--- src/sv/rtc_pkg.sv ---
// package for the rotate-about-center splat core
// word types, image size constants and fixed-point widths
// no dependencies
package rtc_pkg;

	localparam int IMAGE_WIDTH  = 512;
	localparam int IMAGE_HEIGHT = 512;
	localparam int FRAC_BITS    = 14;

	localparam int SRC_W   = 9;
	localparam int COLOR_W = 8;
	localparam int DST_W   = 11;
	localparam int ANGLE_W = 16;

	localparam int CX = IMAGE_WIDTH / 2;
	localparam int CY = IMAGE_HEIGHT / 2;

	// signed source offset, covers sizes up to 4096
	localparam int DX_W   = 14;
	localparam int PROD_W = DX_W + ANGLE_W;
	localparam int ACC_W  = PROD_W + 2;
	localparam int CRD_W  = ACC_W - FRAC_BITS;

	localparam int Q_DEPTH = 4;
	localparam int Q_PTR_W = $clog2(Q_DEPTH);

	localparam int CFG_ADDR_W = 2;
	localparam logic [CFG_ADDR_W-1:0] REG_COS_ANGLE = 2'd0;
	localparam logic [CFG_ADDR_W-1:0] REG_SIN_ANGLE = 2'd1;

	localparam logic signed [ANGLE_W-1:0] COS_RESET = 16'sd16384;
	localparam logic signed [ANGLE_W-1:0] SIN_RESET = 16'sd0;

	typedef struct packed {
		logic [SRC_W-1:0]   src_col;
		logic [SRC_W-1:0]   src_row;
		logic [COLOR_W-1:0] red_in;
		logic [COLOR_W-1:0] green_in;
		logic [COLOR_W-1:0] blue_in;
	} src_word_t;

	typedef struct packed {
		logic [DST_W-1:0]   dst_col;
		logic [DST_W-1:0]   dst_row;
		logic [COLOR_W-1:0] red_out;
		logic [COLOR_W-1:0] green_out;
		logic [COLOR_W-1:0] blue_out;
		logic               last_write;
	} dst_word_t;

	// one classified pixel: both corners per axis plus color
	typedef struct packed {
		logic [DST_W-1:0]   x_ceil;
		logic [DST_W-1:0]   x_floor;
		logic [DST_W-1:0]   y_ceil;
		logic [DST_W-1:0]   y_floor;
		logic [COLOR_W-1:0] red;
		logic [COLOR_W-1:0] green;
		logic [COLOR_W-1:0] blue;
	} corner_word_t;

	typedef struct packed {
		logic full;
		logic empty;
	} q_stat_t;

endpackage

--- src/sv/rtc_front.sv ---
// front end: accepts source words, rotates about the center, finds floor/ceil corners
// depends on rtc_pkg
module rtc_front
	import rtc_pkg::*;
(
	input  logic                        clk,
	input  logic                        arst_n,
	input  logic signed [ANGLE_W-1:0]   cos_q,
	input  logic signed [ANGLE_W-1:0]   sin_q,
	input  logic                        push,
	input  src_word_t                   src_word,
	output logic                        full,
	input  q_stat_t                     q_stat,
	output logic                        q_push,
	output corner_word_t                q_wdata
);

	localparam logic signed [ACC_W-1:0] CXQ = ACC_W'(CX) <<< FRAC_BITS;
	localparam logic signed [ACC_W-1:0] CYQ = ACC_W'(CY) <<< FRAC_BITS;

	logic adv;
	logic accept;
	logic signed [DX_W-1:0] dx;
	logic signed [DX_W-1:0] dy;

	logic v_s1, v_s2;
	logic signed [PROD_W-1:0] dxc_s1, dys_s1, dxs_s1, dyc_s1;
	logic [COLOR_W-1:0] red_s1, green_s1, blue_s1;
	logic signed [ACC_W-1:0] rx_s2, ry_s2;
	logic [COLOR_W-1:0] red_s2, green_s2, blue_s2;

	logic signed [CRD_W-1:0] xf, xc, yf, yc;

	// clamp onto the canvas 0 .. 3*size-1
	function automatic logic [DST_W-1:0] place(input logic signed [CRD_W-1:0] coord,
			input int size);
		logic signed [CRD_W:0] v;
		logic signed [CRD_W:0] hi;
		logic [DST_W-1:0] r;
		v  = (CRD_W+1)'(coord) + (CRD_W+1)'(size);
		hi = (CRD_W+1)'(3 * size - 1);
		if (v < 0) begin
			r = '0;
		end else if (v > hi) begin
			r = hi[DST_W-1:0];
		end else begin
			r = v[DST_W-1:0];
		end
		return r;
	endfunction

	assign adv    = !(v_s2 && q_stat.full);
	assign full   = !adv;
	assign accept = push && adv;

	assign dx = $signed({{(DX_W-SRC_W){1'b0}}, src_word.src_col}) - DX_W'(CX);
	assign dy = $signed({{(DX_W-SRC_W){1'b0}}, src_word.src_row}) - DX_W'(CY);

	always_ff @(posedge clk or negedge arst_n) begin
		if (!arst_n) begin
			v_s1 <= 1'b0;
			v_s2 <= 1'b0;
		end else if (adv) begin
			v_s1 <= accept;
			v_s2 <= v_s1;
		end
	end

	always_ff @(posedge clk) begin
		if (adv) begin
			dxc_s1   <= dx * cos_q;
			dys_s1   <= dy * sin_q;
			dxs_s1   <= dx * sin_q;
			dyc_s1   <= dy * cos_q;
			red_s1   <= src_word.red_in;
			green_s1 <= src_word.green_in;
			blue_s1  <= src_word.blue_in;
			rx_s2    <= ACC_W'(dxc_s1) - ACC_W'(dys_s1) + CXQ;
			ry_s2    <= ACC_W'(dxs_s1) + ACC_W'(dyc_s1) + CYQ;
			red_s2   <= red_s1;
			green_s2 <= green_s1;
			blue_s2  <= blue_s1;
		end
	end

	// arithmetic shift is floor, ceil adds one when a fraction remains
	assign xf = rx_s2[ACC_W-1:FRAC_BITS];
	assign yf = ry_s2[ACC_W-1:FRAC_BITS];
	assign xc = xf + CRD_W'(|rx_s2[FRAC_BITS-1:0]);
	assign yc = yf + CRD_W'(|ry_s2[FRAC_BITS-1:0]);

	assign q_push          = v_s2 && !q_stat.full;
	assign q_wdata.x_ceil  = place(xc, IMAGE_WIDTH);
	assign q_wdata.x_floor = place(xf, IMAGE_WIDTH);
	assign q_wdata.y_ceil  = place(yc, IMAGE_HEIGHT);
	assign q_wdata.y_floor = place(yf, IMAGE_HEIGHT);
	assign q_wdata.red     = red_s2;
	assign q_wdata.green   = green_s2;
	assign q_wdata.blue    = blue_s2;

endmodule

--- src/sv/rtc_fifo.sv ---
// short queue between front and back ends
// depends on rtc_pkg
module rtc_fifo
	import rtc_pkg::*;
(
	input  logic         clk,
	input  logic         arst_n,
	input  logic         push,
	input  corner_word_t wdata,
	input  logic         pop,
	output corner_word_t rdata,
	output q_stat_t      stat
);

	corner_word_t mem_q [Q_DEPTH];
	logic [Q_PTR_W-1:0] wr_ptr_q, rd_ptr_q;
	logic [Q_PTR_W:0]   count_q;

	assign stat.full  = (count_q == (Q_PTR_W+1)'(Q_DEPTH));
	assign stat.empty = (count_q == '0);
	assign rdata      = mem_q[rd_ptr_q];

	always_ff @(posedge clk or negedge arst_n) begin
		if (!arst_n) begin
			wr_ptr_q <= '0;
			rd_ptr_q <= '0;
			count_q  <= '0;
		end else begin
			if (push) wr_ptr_q <= wr_ptr_q + 1'b1;
			if (pop) rd_ptr_q <= rd_ptr_q + 1'b1;
			if (push && !pop) begin
				count_q <= count_q + 1'b1;
			end else if (pop && !push) begin
				count_q <= count_q - 1'b1;
			end
		end
	end

	always_ff @(posedge clk) begin
		if (push) mem_q[wr_ptr_q] <= wdata;
	end

endmodule

--- src/sv/rtc_back.sv ---
// back end: expands each queued pixel into four canvas writes
// depends on rtc_pkg
module rtc_back
	import rtc_pkg::*;
(
	input  logic         clk,
	input  logic         arst_n,
	input  corner_word_t q_rdata,
	input  q_stat_t      q_stat,
	output logic         q_pop,
	input  logic         pop,
	output logic         empty,
	output dst_word_t    dst_word
);

	typedef enum logic [1:0] {
		CORNER_CC,
		CORNER_CF,
		CORNER_FC,
		CORNER_FF
	} corner_t;

	corner_t   k_q;
	logic      ov_q;
	logic      slot_free;
	logic      load;
	dst_word_t word_q;
	dst_word_t next_word;

	assign slot_free = !ov_q || pop;
	assign load      = slot_free && !q_stat.empty;
	assign q_pop     = load && (k_q == CORNER_FF);
	assign empty     = !ov_q;
	assign dst_word  = word_q;

	always_comb begin
		next_word.red_out    = q_rdata.red;
		next_word.green_out  = q_rdata.green;
		next_word.blue_out   = q_rdata.blue;
		next_word.last_write = (k_q == CORNER_FF);
		case (k_q)
			CORNER_CC: begin
				next_word.dst_col = q_rdata.x_ceil;
				next_word.dst_row = q_rdata.y_ceil;
			end
			CORNER_CF: begin
				next_word.dst_col = q_rdata.x_ceil;
				next_word.dst_row = q_rdata.y_floor;
			end
			CORNER_FC: begin
				next_word.dst_col = q_rdata.x_floor;
				next_word.dst_row = q_rdata.y_ceil;
			end
			default: begin
				next_word.dst_col = q_rdata.x_floor;
				next_word.dst_row = q_rdata.y_floor;
			end
		endcase
	end

	always_ff @(posedge clk or negedge arst_n) begin
		if (!arst_n) begin
			ov_q <= 1'b0;
			k_q  <= CORNER_CC;
		end else if (slot_free) begin
			ov_q <= !q_stat.empty;
			if (!q_stat.empty) k_q <= corner_t'(k_q + 2'd1);
		end
	end

	always_ff @(posedge clk) begin
		if (load) word_q <= next_word;
	end

endmodule

--- src/sv/rotate_about_center_splat_core.sv ---
// top level of the rotate-about-center splat core
// holds the angle registers and ties front, queue and back together
// depends on rtc_pkg, rtc_front, rtc_fifo, rtc_back
//
//   channel   handshake        payload               accepted when
//   source    push / full      src_word (src_word_t) push && !full
//   result    empty / pop      dst_word (dst_word_t) pop && !empty
//   config    cfg_we           cfg_addr, cfg_wdata   cfg_we
//
// one source word gives four result words, one per cycle from the back end's
// output register while pop is high and the queue holds a pixel
// an accepted word passes two front stages and a queue write, then the first
// result word loads into the back end's output register; the rest follow while pop is high
// reset clears pipeline valids, queue pointers and the corner counter;
// cos resets to 1.0 and sin to 0
// a stalled result side fills the four-deep queue, then the front holds and full rises

module rotate_about_center_splat_core
	import rtc_pkg::*;
(
	input  logic                   clk,
	input  logic                   arst_n,
	input  logic                   cfg_we,
	input  logic [CFG_ADDR_W-1:0]  cfg_addr,
	input  logic [ANGLE_W-1:0]     cfg_wdata,
	input  logic                   push,
	input  src_word_t              src_word,
	output logic                   full,
	output logic                   empty,
	input  logic                   pop,
	output dst_word_t              dst_word
);

	// angle registers, signed q2.14
	logic signed [ANGLE_W-1:0] cos_q;
	logic signed [ANGLE_W-1:0] sin_q;

	// queue between front and back
	logic         q_push;
	logic         q_pop;
	corner_word_t q_wdata;
	corner_word_t q_rdata;
	q_stat_t      q_stat;

	always_ff @(posedge clk or negedge arst_n) begin
		if (!arst_n) begin
			cos_q <= COS_RESET;
			sin_q <= SIN_RESET;
		end else if (cfg_we) begin
			// unknown indexes are dropped
			case (cfg_addr)
				REG_COS_ANGLE: cos_q <= $signed(cfg_wdata);
				REG_SIN_ANGLE: sin_q <= $signed(cfg_wdata);
				default: ;
			endcase
		end
	end

	// front: offset from center, four products, sums, floor/ceil and canvas clamp
	rtc_front u_front (
		.clk      (clk),
		.arst_n   (arst_n),
		.cos_q    (cos_q),
		.sin_q    (sin_q),
		.push     (push),
		.src_word (src_word),
		.full     (full),
		.q_stat   (q_stat),
		.q_push   (q_push),
		.q_wdata  (q_wdata)
	);

	// up to four classified pixels queued between the two sides
	rtc_fifo u_fifo (
		.clk    (clk),
		.arst_n (arst_n),
		.push   (q_push),
		.wdata  (q_wdata),
		.pop    (q_pop),
		.rdata  (q_rdata),
		.stat   (q_stat)
	);

	// back: walks ceil-ceil, ceil-floor, floor-ceil, floor-floor into the output register
	rtc_back u_back (
		.clk      (clk),
		.arst_n   (arst_n),
		.q_rdata  (q_rdata),
		.q_stat   (q_stat),
		.q_pop    (q_pop),
		.pop      (pop),
		.empty    (empty),
		.dst_word (dst_word)
	);

	// front never writes a full queue
	a_no_overflow: assert property (@(posedge clk) disable iff (!arst_n)
		q_push |-> !q_stat.full)
		else $error("queue written while full");

	// back only retires a pixel that is queued
	a_no_underflow: assert property (@(posedge clk) disable iff (!arst_n)
		q_pop |-> !q_stat.empty)
		else $error("queue popped while empty");

	// a retired pixel always leaves with its last word
	a_pop_on_last: assert property (@(posedge clk) disable iff (!arst_n)
		q_pop |=> (!empty && dst_word.last_write))
		else $error("pixel retired without last word");

endmodule
--- config.mk ---
export PLATFORM = sky130hd
export DESIGN_NAME = rotate_about_center_splat_core
export DESIGN_NICKNAME = d
export VERILOG_FILES = /design/src/sv/rtc_pkg.sv /design/src/sv/rtc_front.sv /design/src/sv/rtc_fifo.sv /design/src/sv/rtc_back.sv /design/src/sv/rotate_about_center_splat_core.sv
export SDC_FILE = /design/constraint.sdc
export NUM_CORES = 2
export LEC_CHECK = 0
export BUFFER_PORTS_ARGS = -buffer_cell sky130_fd_sc_hd__buf_2
export CORE_MARGIN = 2
export CORE_UTILIZATION = 50
export CTS_CLUSTER_DIAMETER = 120
export DETAILED_ROUTE_END_ITERATION = 10
export GPL_TIMING_DRIVEN = 0
export PLACE_DENSITY_LB_ADDON = 0.12
export SYNTH_ARGS = -nofsm -noshare
export SYNTH_HDL_FRONTEND = slang
export SYNTH_SLANG_ARGS = --single-unit
--- constraint.sdc ---
create_clock -name clk -period 7.1 [get_ports clk]
set_input_delay 0.355 -clock clk [delete_from_list [all_inputs] [get_ports clk]]
set_output_delay 0.355 -clock clk [all_outputs]
set_load 0.05 [all_outputs]
# Word level (Yosys, flattened, before mapping)
# Memory sizes are Yosys's and may differ from the RTL's.
# Cells that the tools add are included.
# word_totals
ff_bits	323
word_cells	99
out_inout_bits	49
in_bits	65
mem_count	1
ram_bits	272
# op_classes
eq_ne	5
magnitude_cmp	8
n_reduce_logical	23
n_bitwise	1
n_mux	13
n_addsub	17
mul	4
# mem_list
memory	words	word_bits	read_ports	rd_ports_with_merged_regs	write_ports	line_no	rtl
u_fifo.mem_q	4	68	1	0	1	rtc_fifo.sv:15	corner_word_t mem_q [Q_DEPTH];
# op_table
cell	count
$mul 10x16->26	4
$mux 11	8
$add 18x11->19 const B	4
$gt 19x12->1 const B	4
$lt 19x1->1 const B	4
$pmux 22 s3	1
$add 32x24->32 const B	2
$add 18x1->18	2
$add 30x30->31	1
$sub 30x30->31	1
$reduce_or 14->1	2
$sub 9x9->10 const B	2
$logic_and 1x1->1	7
$add 2x1->2 const B	3
$logic_not 1->1	6
$mux 3	2
$reduce_and 2->1	3
$eq 2x1->1 const B	2
$eq 2x2->1 const B	2
$logic_not 2->1	2
$add 3x1->3 const B	1
$eq 3x3->1 const B	1
$logic_not 3->1	1
$sub 3x1->3 const B	1
other kinds (4)	5

# Logic depth before layout (Yosys ltp)
# depth
ltp_word	7
mapped_depth	22
mapped_depth_nobuf	21

# Cells and area by module
# From an unflattened synthesis, not the netlist that was laid out.
# hier_totals
hier_cells	4201
area_unflattened_um2	48041.1
# by_module_without_submodules
mod	area_each_um2	seq_area_each_um2	n_inst	cells_each
rtc_front	34682.0	6296.0	1	3652
rtc_fifo	10283.6	8343.0	1	390
rtc_back	1861.8	1486.4	1	91
rotate_about_center_splat_core	1213.7	802.0	1	68

# Worst setup path after synthesis
# OpenSTA, ideal clock, no wires.
# synth_path
path_type	reg2reg
from	register u_fifo.count_q[0]
to	register u_front.v_s1
setup_ns	0.133
t_arrival_ns	8.560
path_slack_ns	-1.594
t_required_ns	6.967
n_path_buf	0
stages_incl_launch_ff	5
synth_period_minus_slack_ns	8.694
path_cell_list	dfrtp_1 > nor2_1 > nand3_1 > inv_1 > mux2_2
# synth_via
elab_chain_cells	4
# synth_rtl
element	line_no	rtl
start, declared	rtc_fifo.sv:17	logic [Q_PTR_W:0] count_q;
start signal, assigned	rtc_fifo.sv:32	count_q <= count_q + 1'b1;
start signal, assigned	rtc_fifo.sv:34	count_q <= count_q - 1'b1;
$eq 3x3->1 *	rtc_fifo.sv:19	assign stat.full = (count_q == (Q_PTR_W+1)'(Q_DEPTH));
$logic_and 1x1->1 *	rtc_front.sv:52	assign adv = !(v_s2 && q_stat.full);
via full	rotate_about_center_splat_core.sv:28	output logic full,
$logic_not 1->1	rtc_front.sv:52	
$logic_and 1x1->1	rtc_front.sv:54	assign accept = push && adv;
end signal, assigned	rtc_front.sv:64	v_s1 <= accept;
end, declared	rtc_front.sv:26	logic v_s1, v_s2;
# The timed path passes the listed nets; every way through them passes the cells marked *.
# A chain may end at the register's enable or synchronous reset.

# Worst setup path in the final report
# layout_path
from	input port src_word[41] (netlist bit)
to	register u_front.dxs_s1[28], data pin
# layout_via
elab_chain_cells	2
# layout_rtl
element	line_no	rtl
start, declared	rotate_about_center_splat_core.sv:27	input src_word_t src_word,
$sub 9x9->10	rtc_front.sv:56	assign dx = $signed({{(DX_W-SRC_W){1'b0}}, src_word.src_col}) - DX_W'(CX);
$mul 10x16->26	rtc_front.sv:73	dxs_s1 <= dx * sin_q;
end signal, assigned	rtc_front.sv:73	
end, declared	rtc_front.sv:27	logic signed [PROD_W-1:0] dxc_s1, dys_s1, dxs_s1, dyc_s1;
# No other way between the ends.

==> impl_summary.md <==
Synth
Averaged over all synthesized cells, the footprint is 11.21 um^2. The post-synthesis sequential element count is slightly below 600. The synthesized netlist contains 88 unique library cells.

Sequential elements use 35.80% of the synthesized area. The predominant post-synthesis flop cell is sky130_fd_sc_hd__edfxtp_1. Yosys printed 0 warnings.

The synthesized instance count is 4276. In the synthesized netlist the async set-or-reset flop fraction comes to approximately 7.6%. The net count of the mapped netlist is 5223.

The combined area of all synthesized cells is 0.04795 mm^2. The number of enable flip-flop cells after synthesis is ~540.

Route
The count of vias placed by the detailed router is 31209. The count of routing violations after the opening detailed-route iteration is 2198. The count of nets left with antenna violations after detail routing is 0. In the routed design, unresolved DRC markers number 0. After detailed routing, the average wire length per cell comes to 19.94 um.

The first-pass iteration count of the detailed router is 7. The via density per instance is 5.365. The final layout contains routed wiring with a total length of 116.0 mm.

Finish
The finished cells cover about 0.053 mm^2. In the final layout, the multi-input gates occupy 0.02704 mm^2. Cells fill 55.80% of the core in the end. The register area is 0.01717 mm^2.

Leaving out fill and tap cells, the most frequent cell in the layout is sky130_fd_sc_hd__inv_1. The share of cells above drive strength 1 is between 8 and 9%. The top cell types in the final layout, fill and taps aside, are sky130_fd_sc_hd__inv_1 (838), sky130_fd_sc_hd__fa_1 (563), sky130_fd_sc_hd__edfxtp_1 (535). After the flow finishes, the layout carries non-filler instances totaling 5817. The fill cell total of the finished layout is 8368. The total number of nets in the final design is 5447.

The layout-stage area growth over the synthesis result is 10.56%.

Floorplan
The overall die area is 0.09840 mm^2. In this run the standard cell core region covers 0.09501 mm^2. The I/O pin total is ~110.

The placement row count is 113. The initial utilization of the core area, before any placement, comes to 50.47%. The width of the die is 313.7 um. From bottom edge to top edge, the die measures 313.7 um.

STA
The tightest hold path in the finished design has a slack of 0.04412 ns. The shortest period the worst path allows is slightly below 7 ns. The timing-limited maximum frequency is 146.0 MHz. The number of max-slew violations in the final report is 0. The count of final setup violators is 0.

The final count of hold timing violations is 0. The final clock skew is 0.02947 ns. Setup repair after global routing left no endpoint under its margin. Measured against its own limit, the worst slew margin works out to a little under a quarter. The final critical-path share of the clock period is 96.44%. At the pin with the least slew margin, the transition time is 1.154 ns.

Clocking
The number of clock buffers added by TritonCTS is 67. The cell sitting at the root of the clock tree is a sky130_fd_sc_hd__clkbuf_16. No sink is reached through more buffers than the 3 on the longest clock path. The clock latency at the later pin of the worst-skew pair is 0.63 ns. In this run the post-CTS setup repair buffer count came out at 0. The count of clock tree sinks is 579. Clock-pin slew was measured on the worst setup and hold paths at 0.06 ns. The clock tree from TritonCTS is built. The H-tree generated during clock tree synthesis spans 3 levels.

Run
The number of maximum-capacitance violations is 0.

Placement
The HPWL after detailed placement is 90.01 mm. The total placed cells including tap cells is 5664. The count of input and output buffers is roughly 110. Routability-driven placement finished with a final weighted congestion of 0.9267. The cell area reported after detailed placement is 0.05038 mm^2.

Critical path
The launch instance of the worst register-to-register path is sin_q[2]. The worst setup path is of the primary input to flip-flop kind. The worst setup path is captured at a flip-flop. For the worst setup path, the data required time is 7.49 ns. In this run the worst path has a maximum fanout of 10.

STA classifies the critical path startpoint as a primary input. The arrival time of data at the critical path endpoint is 7.24 ns. The timing startpoint of the critical path is src_word[41].

Run status
The run finished with clean final reports.

GRT
Global routing used 24.41% of the available tracks. The initial antenna violation count is 4. Summed over all layers, the global routing overflow is 0. The pin count of the biggest net entering global routing is 59. The first global-routing pass estimated 181.8 mm of wire. The via count of the first global-routing pass is 31815.

Worst hold path
The path class of the tightest hold or removal check is primary input to flip-flop. The startpoint identified for the worst hold timing path is cfg_wdata[4].
## logic make-up (layout without fill, tap and decap cells)
logic type	Yosys count	after routing	share of synthesized area (%)
and+or+nand+nor	1047	1047	10.59
AOI/OAI and AO/OA	455	455	6.085
other	0	1	0
xor gates and xnor gates	201	201	3.671
buffers and inverters	1005	1280	7.909
muxes	107	107	4.112
adders and majority gates	882	882	31.83
DFF	579	579	35.80
## cell usage after synthesis, types with 37 or more instances
cell type / count / area share, %
sky130_fd_sc_hd__mux4_2: 68 / 3.2
sky130_fd_sc_hd__ha_1: 319 / 8.3
sky130_fd_sc_hd__a21o_1: 37 / 0.58
sky130_fd_sc_hd__nor2_1: 164 / 1.3
sky130_fd_sc_hd__edfxtp_1: 535 / 34
sky130_fd_sc_hd__a21oi_1: 127 / 1.3
sky130_fd_sc_hd__and2_1: 188 / 2.5
sky130_fd_sc_hd__o21a_1: 40 / 0.63
sky130_fd_sc_hd__clkbuf_1: 149 / 1.2
sky130_fd_sc_hd__nand3_1: 37 / 0.39
sky130_fd_sc_hd__nand2_1: 431 / 3.4
sky130_fd_sc_hd__dfrtp_1: 43 / 2.2
sky130_fd_sc_hd__nor3_1: 38 / 0.40
sky130_fd_sc_hd__fa_1: 563 / 24
sky130_fd_sc_hd__o21ai_0: 102 / 1.1
sky130_fd_sc_hd__inv_1: 838 / 6.6
sky130_fd_sc_hd__xnor2_1: 162 / 3.0
sky130_fd_sc_hd__nor2b_1: 72 / 0.94
sky130_fd_sc_hd__xor2_1: 39 / 0.71
## final timing paths
kind	slack [ns]	end	cells after the start
hold / removal	0.04	sin_q[4]	2
hold reg to reg	0.42	u_front.green_s2[5]	0
setup reg to reg	0.33	u_front.dys_s1[28]	18
setup / recovery	0.25	u_front.dxs_s1[28]	22
min in group asynchronous	0.36	u_fifo.count_q[1]	2
max in group asynchronous	6.25	sin_q[1]	2
## through the flow
step,setup TNS [ns],setup WS [ns]
2_1_floorplan,0,1.359
3_3_place_gp,-2.423,-0.6315
3_5_place_dp,-2.605,-0.6556
4_1_cts,0,0.01671
5_1_grt,0,0.03380
6_report,0,0.2530
## layer usage
metal | part of all wire, % | routed length [um] | vias to the layer above | GRT usage (%)
met5 | 0 | 0 | - | 0
met1 | 42 | 48150 | 15735 | 32.52
met3 | 7.3 | 8446 | 187 | 4.268
met2 | 47 | 54300 | 955 | 39.92
li1 | - | - | 14332 | -
met4 | 4.4 | 5100 | 0 | 9.776
## timing repair
item	in CTS	in global routing
hold buffers	32	1
gates cloned	0	0
endpoints found under the hold margin	38	43
gates resized for setup	2	15
setup endpoints to repair	1	5
## area by class of cell
cell class | instances | share of cell area (%)
antenna | 1 | 0.004720
timing repair buffer | 156 | 2.157
clock inverter | 38 | 0.9228
multi-input combinational | 2692 | 51.00
sequential | 579 | 32.38
inverter | 838 | 5.933
clock buffer | 82 | 3.382
buffer | 166 | 1.232
tap | 1265 | 2.986
## worst max-delay path, stage by stage
cell and delay (ns):
sky130_fd_sc_hd__buf_2 0.23, sky130_fd_sc_hd__clkbuf_1 0.64, sky130_fd_sc_hd__clkbuf_1 0.67, sky130_fd_sc_hd__or2_2 0.24, sky130_fd_sc_hd__fa_1 0.43, sky130_fd_sc_hd__fa_1 0.50
sky130_fd_sc_hd__inv_1 0.05, sky130_fd_sc_hd__fa_1 0.45, sky130_fd_sc_hd__fa_1 0.50, sky130_fd_sc_hd__inv_1 0.05, sky130_fd_sc_hd__fa_1 0.47, sky130_fd_sc_hd__inv_1 0.04
sky130_fd_sc_hd__ha_1 0.19, sky130_fd_sc_hd__or3_1 0.42, sky130_fd_sc_hd__o21bai_1 0.19, sky130_fd_sc_hd__a31oi_1 0.36, sky130_fd_sc_hd__o31ai_1 0.18, sky130_fd_sc_hd__o221ai_1 0.34
sky130_fd_sc_hd__o2111ai_1 0.25, sky130_fd_sc_hd__a31o_2 0.28, sky130_fd_sc_hd__a21oi_1 0.17, sky130_fd_sc_hd__xnor2_1 0.22
## state kept, by name (all words and copies together) (netlist names), 2 cells and up
signal	cells
u_front.green_s1	8
u_front.dxc_s1	26
u_fifo.wr_ptr_q	2
cos_q	16
u_front.red_s1	8
u_front.blue_s1	8
u_fifo.rd_ptr_q	2
u_front.rx_s2	32
sin_q	16
u_back.dst_word	47
u_fifo.mem_q	272
u_front.ry_s2	32
u_front.blue_s2	8
u_front.red_s2	8
u_front.dyc_s1	26
u_back.k_q	2
u_front.dxs_s1	26
u_front.dys_s1	26
u_fifo.count_q	3
u_front.green_s2	8
Power is not shown: default switching activity piles up to over one toggle a cycle in this logic, so the estimate is an artifact.
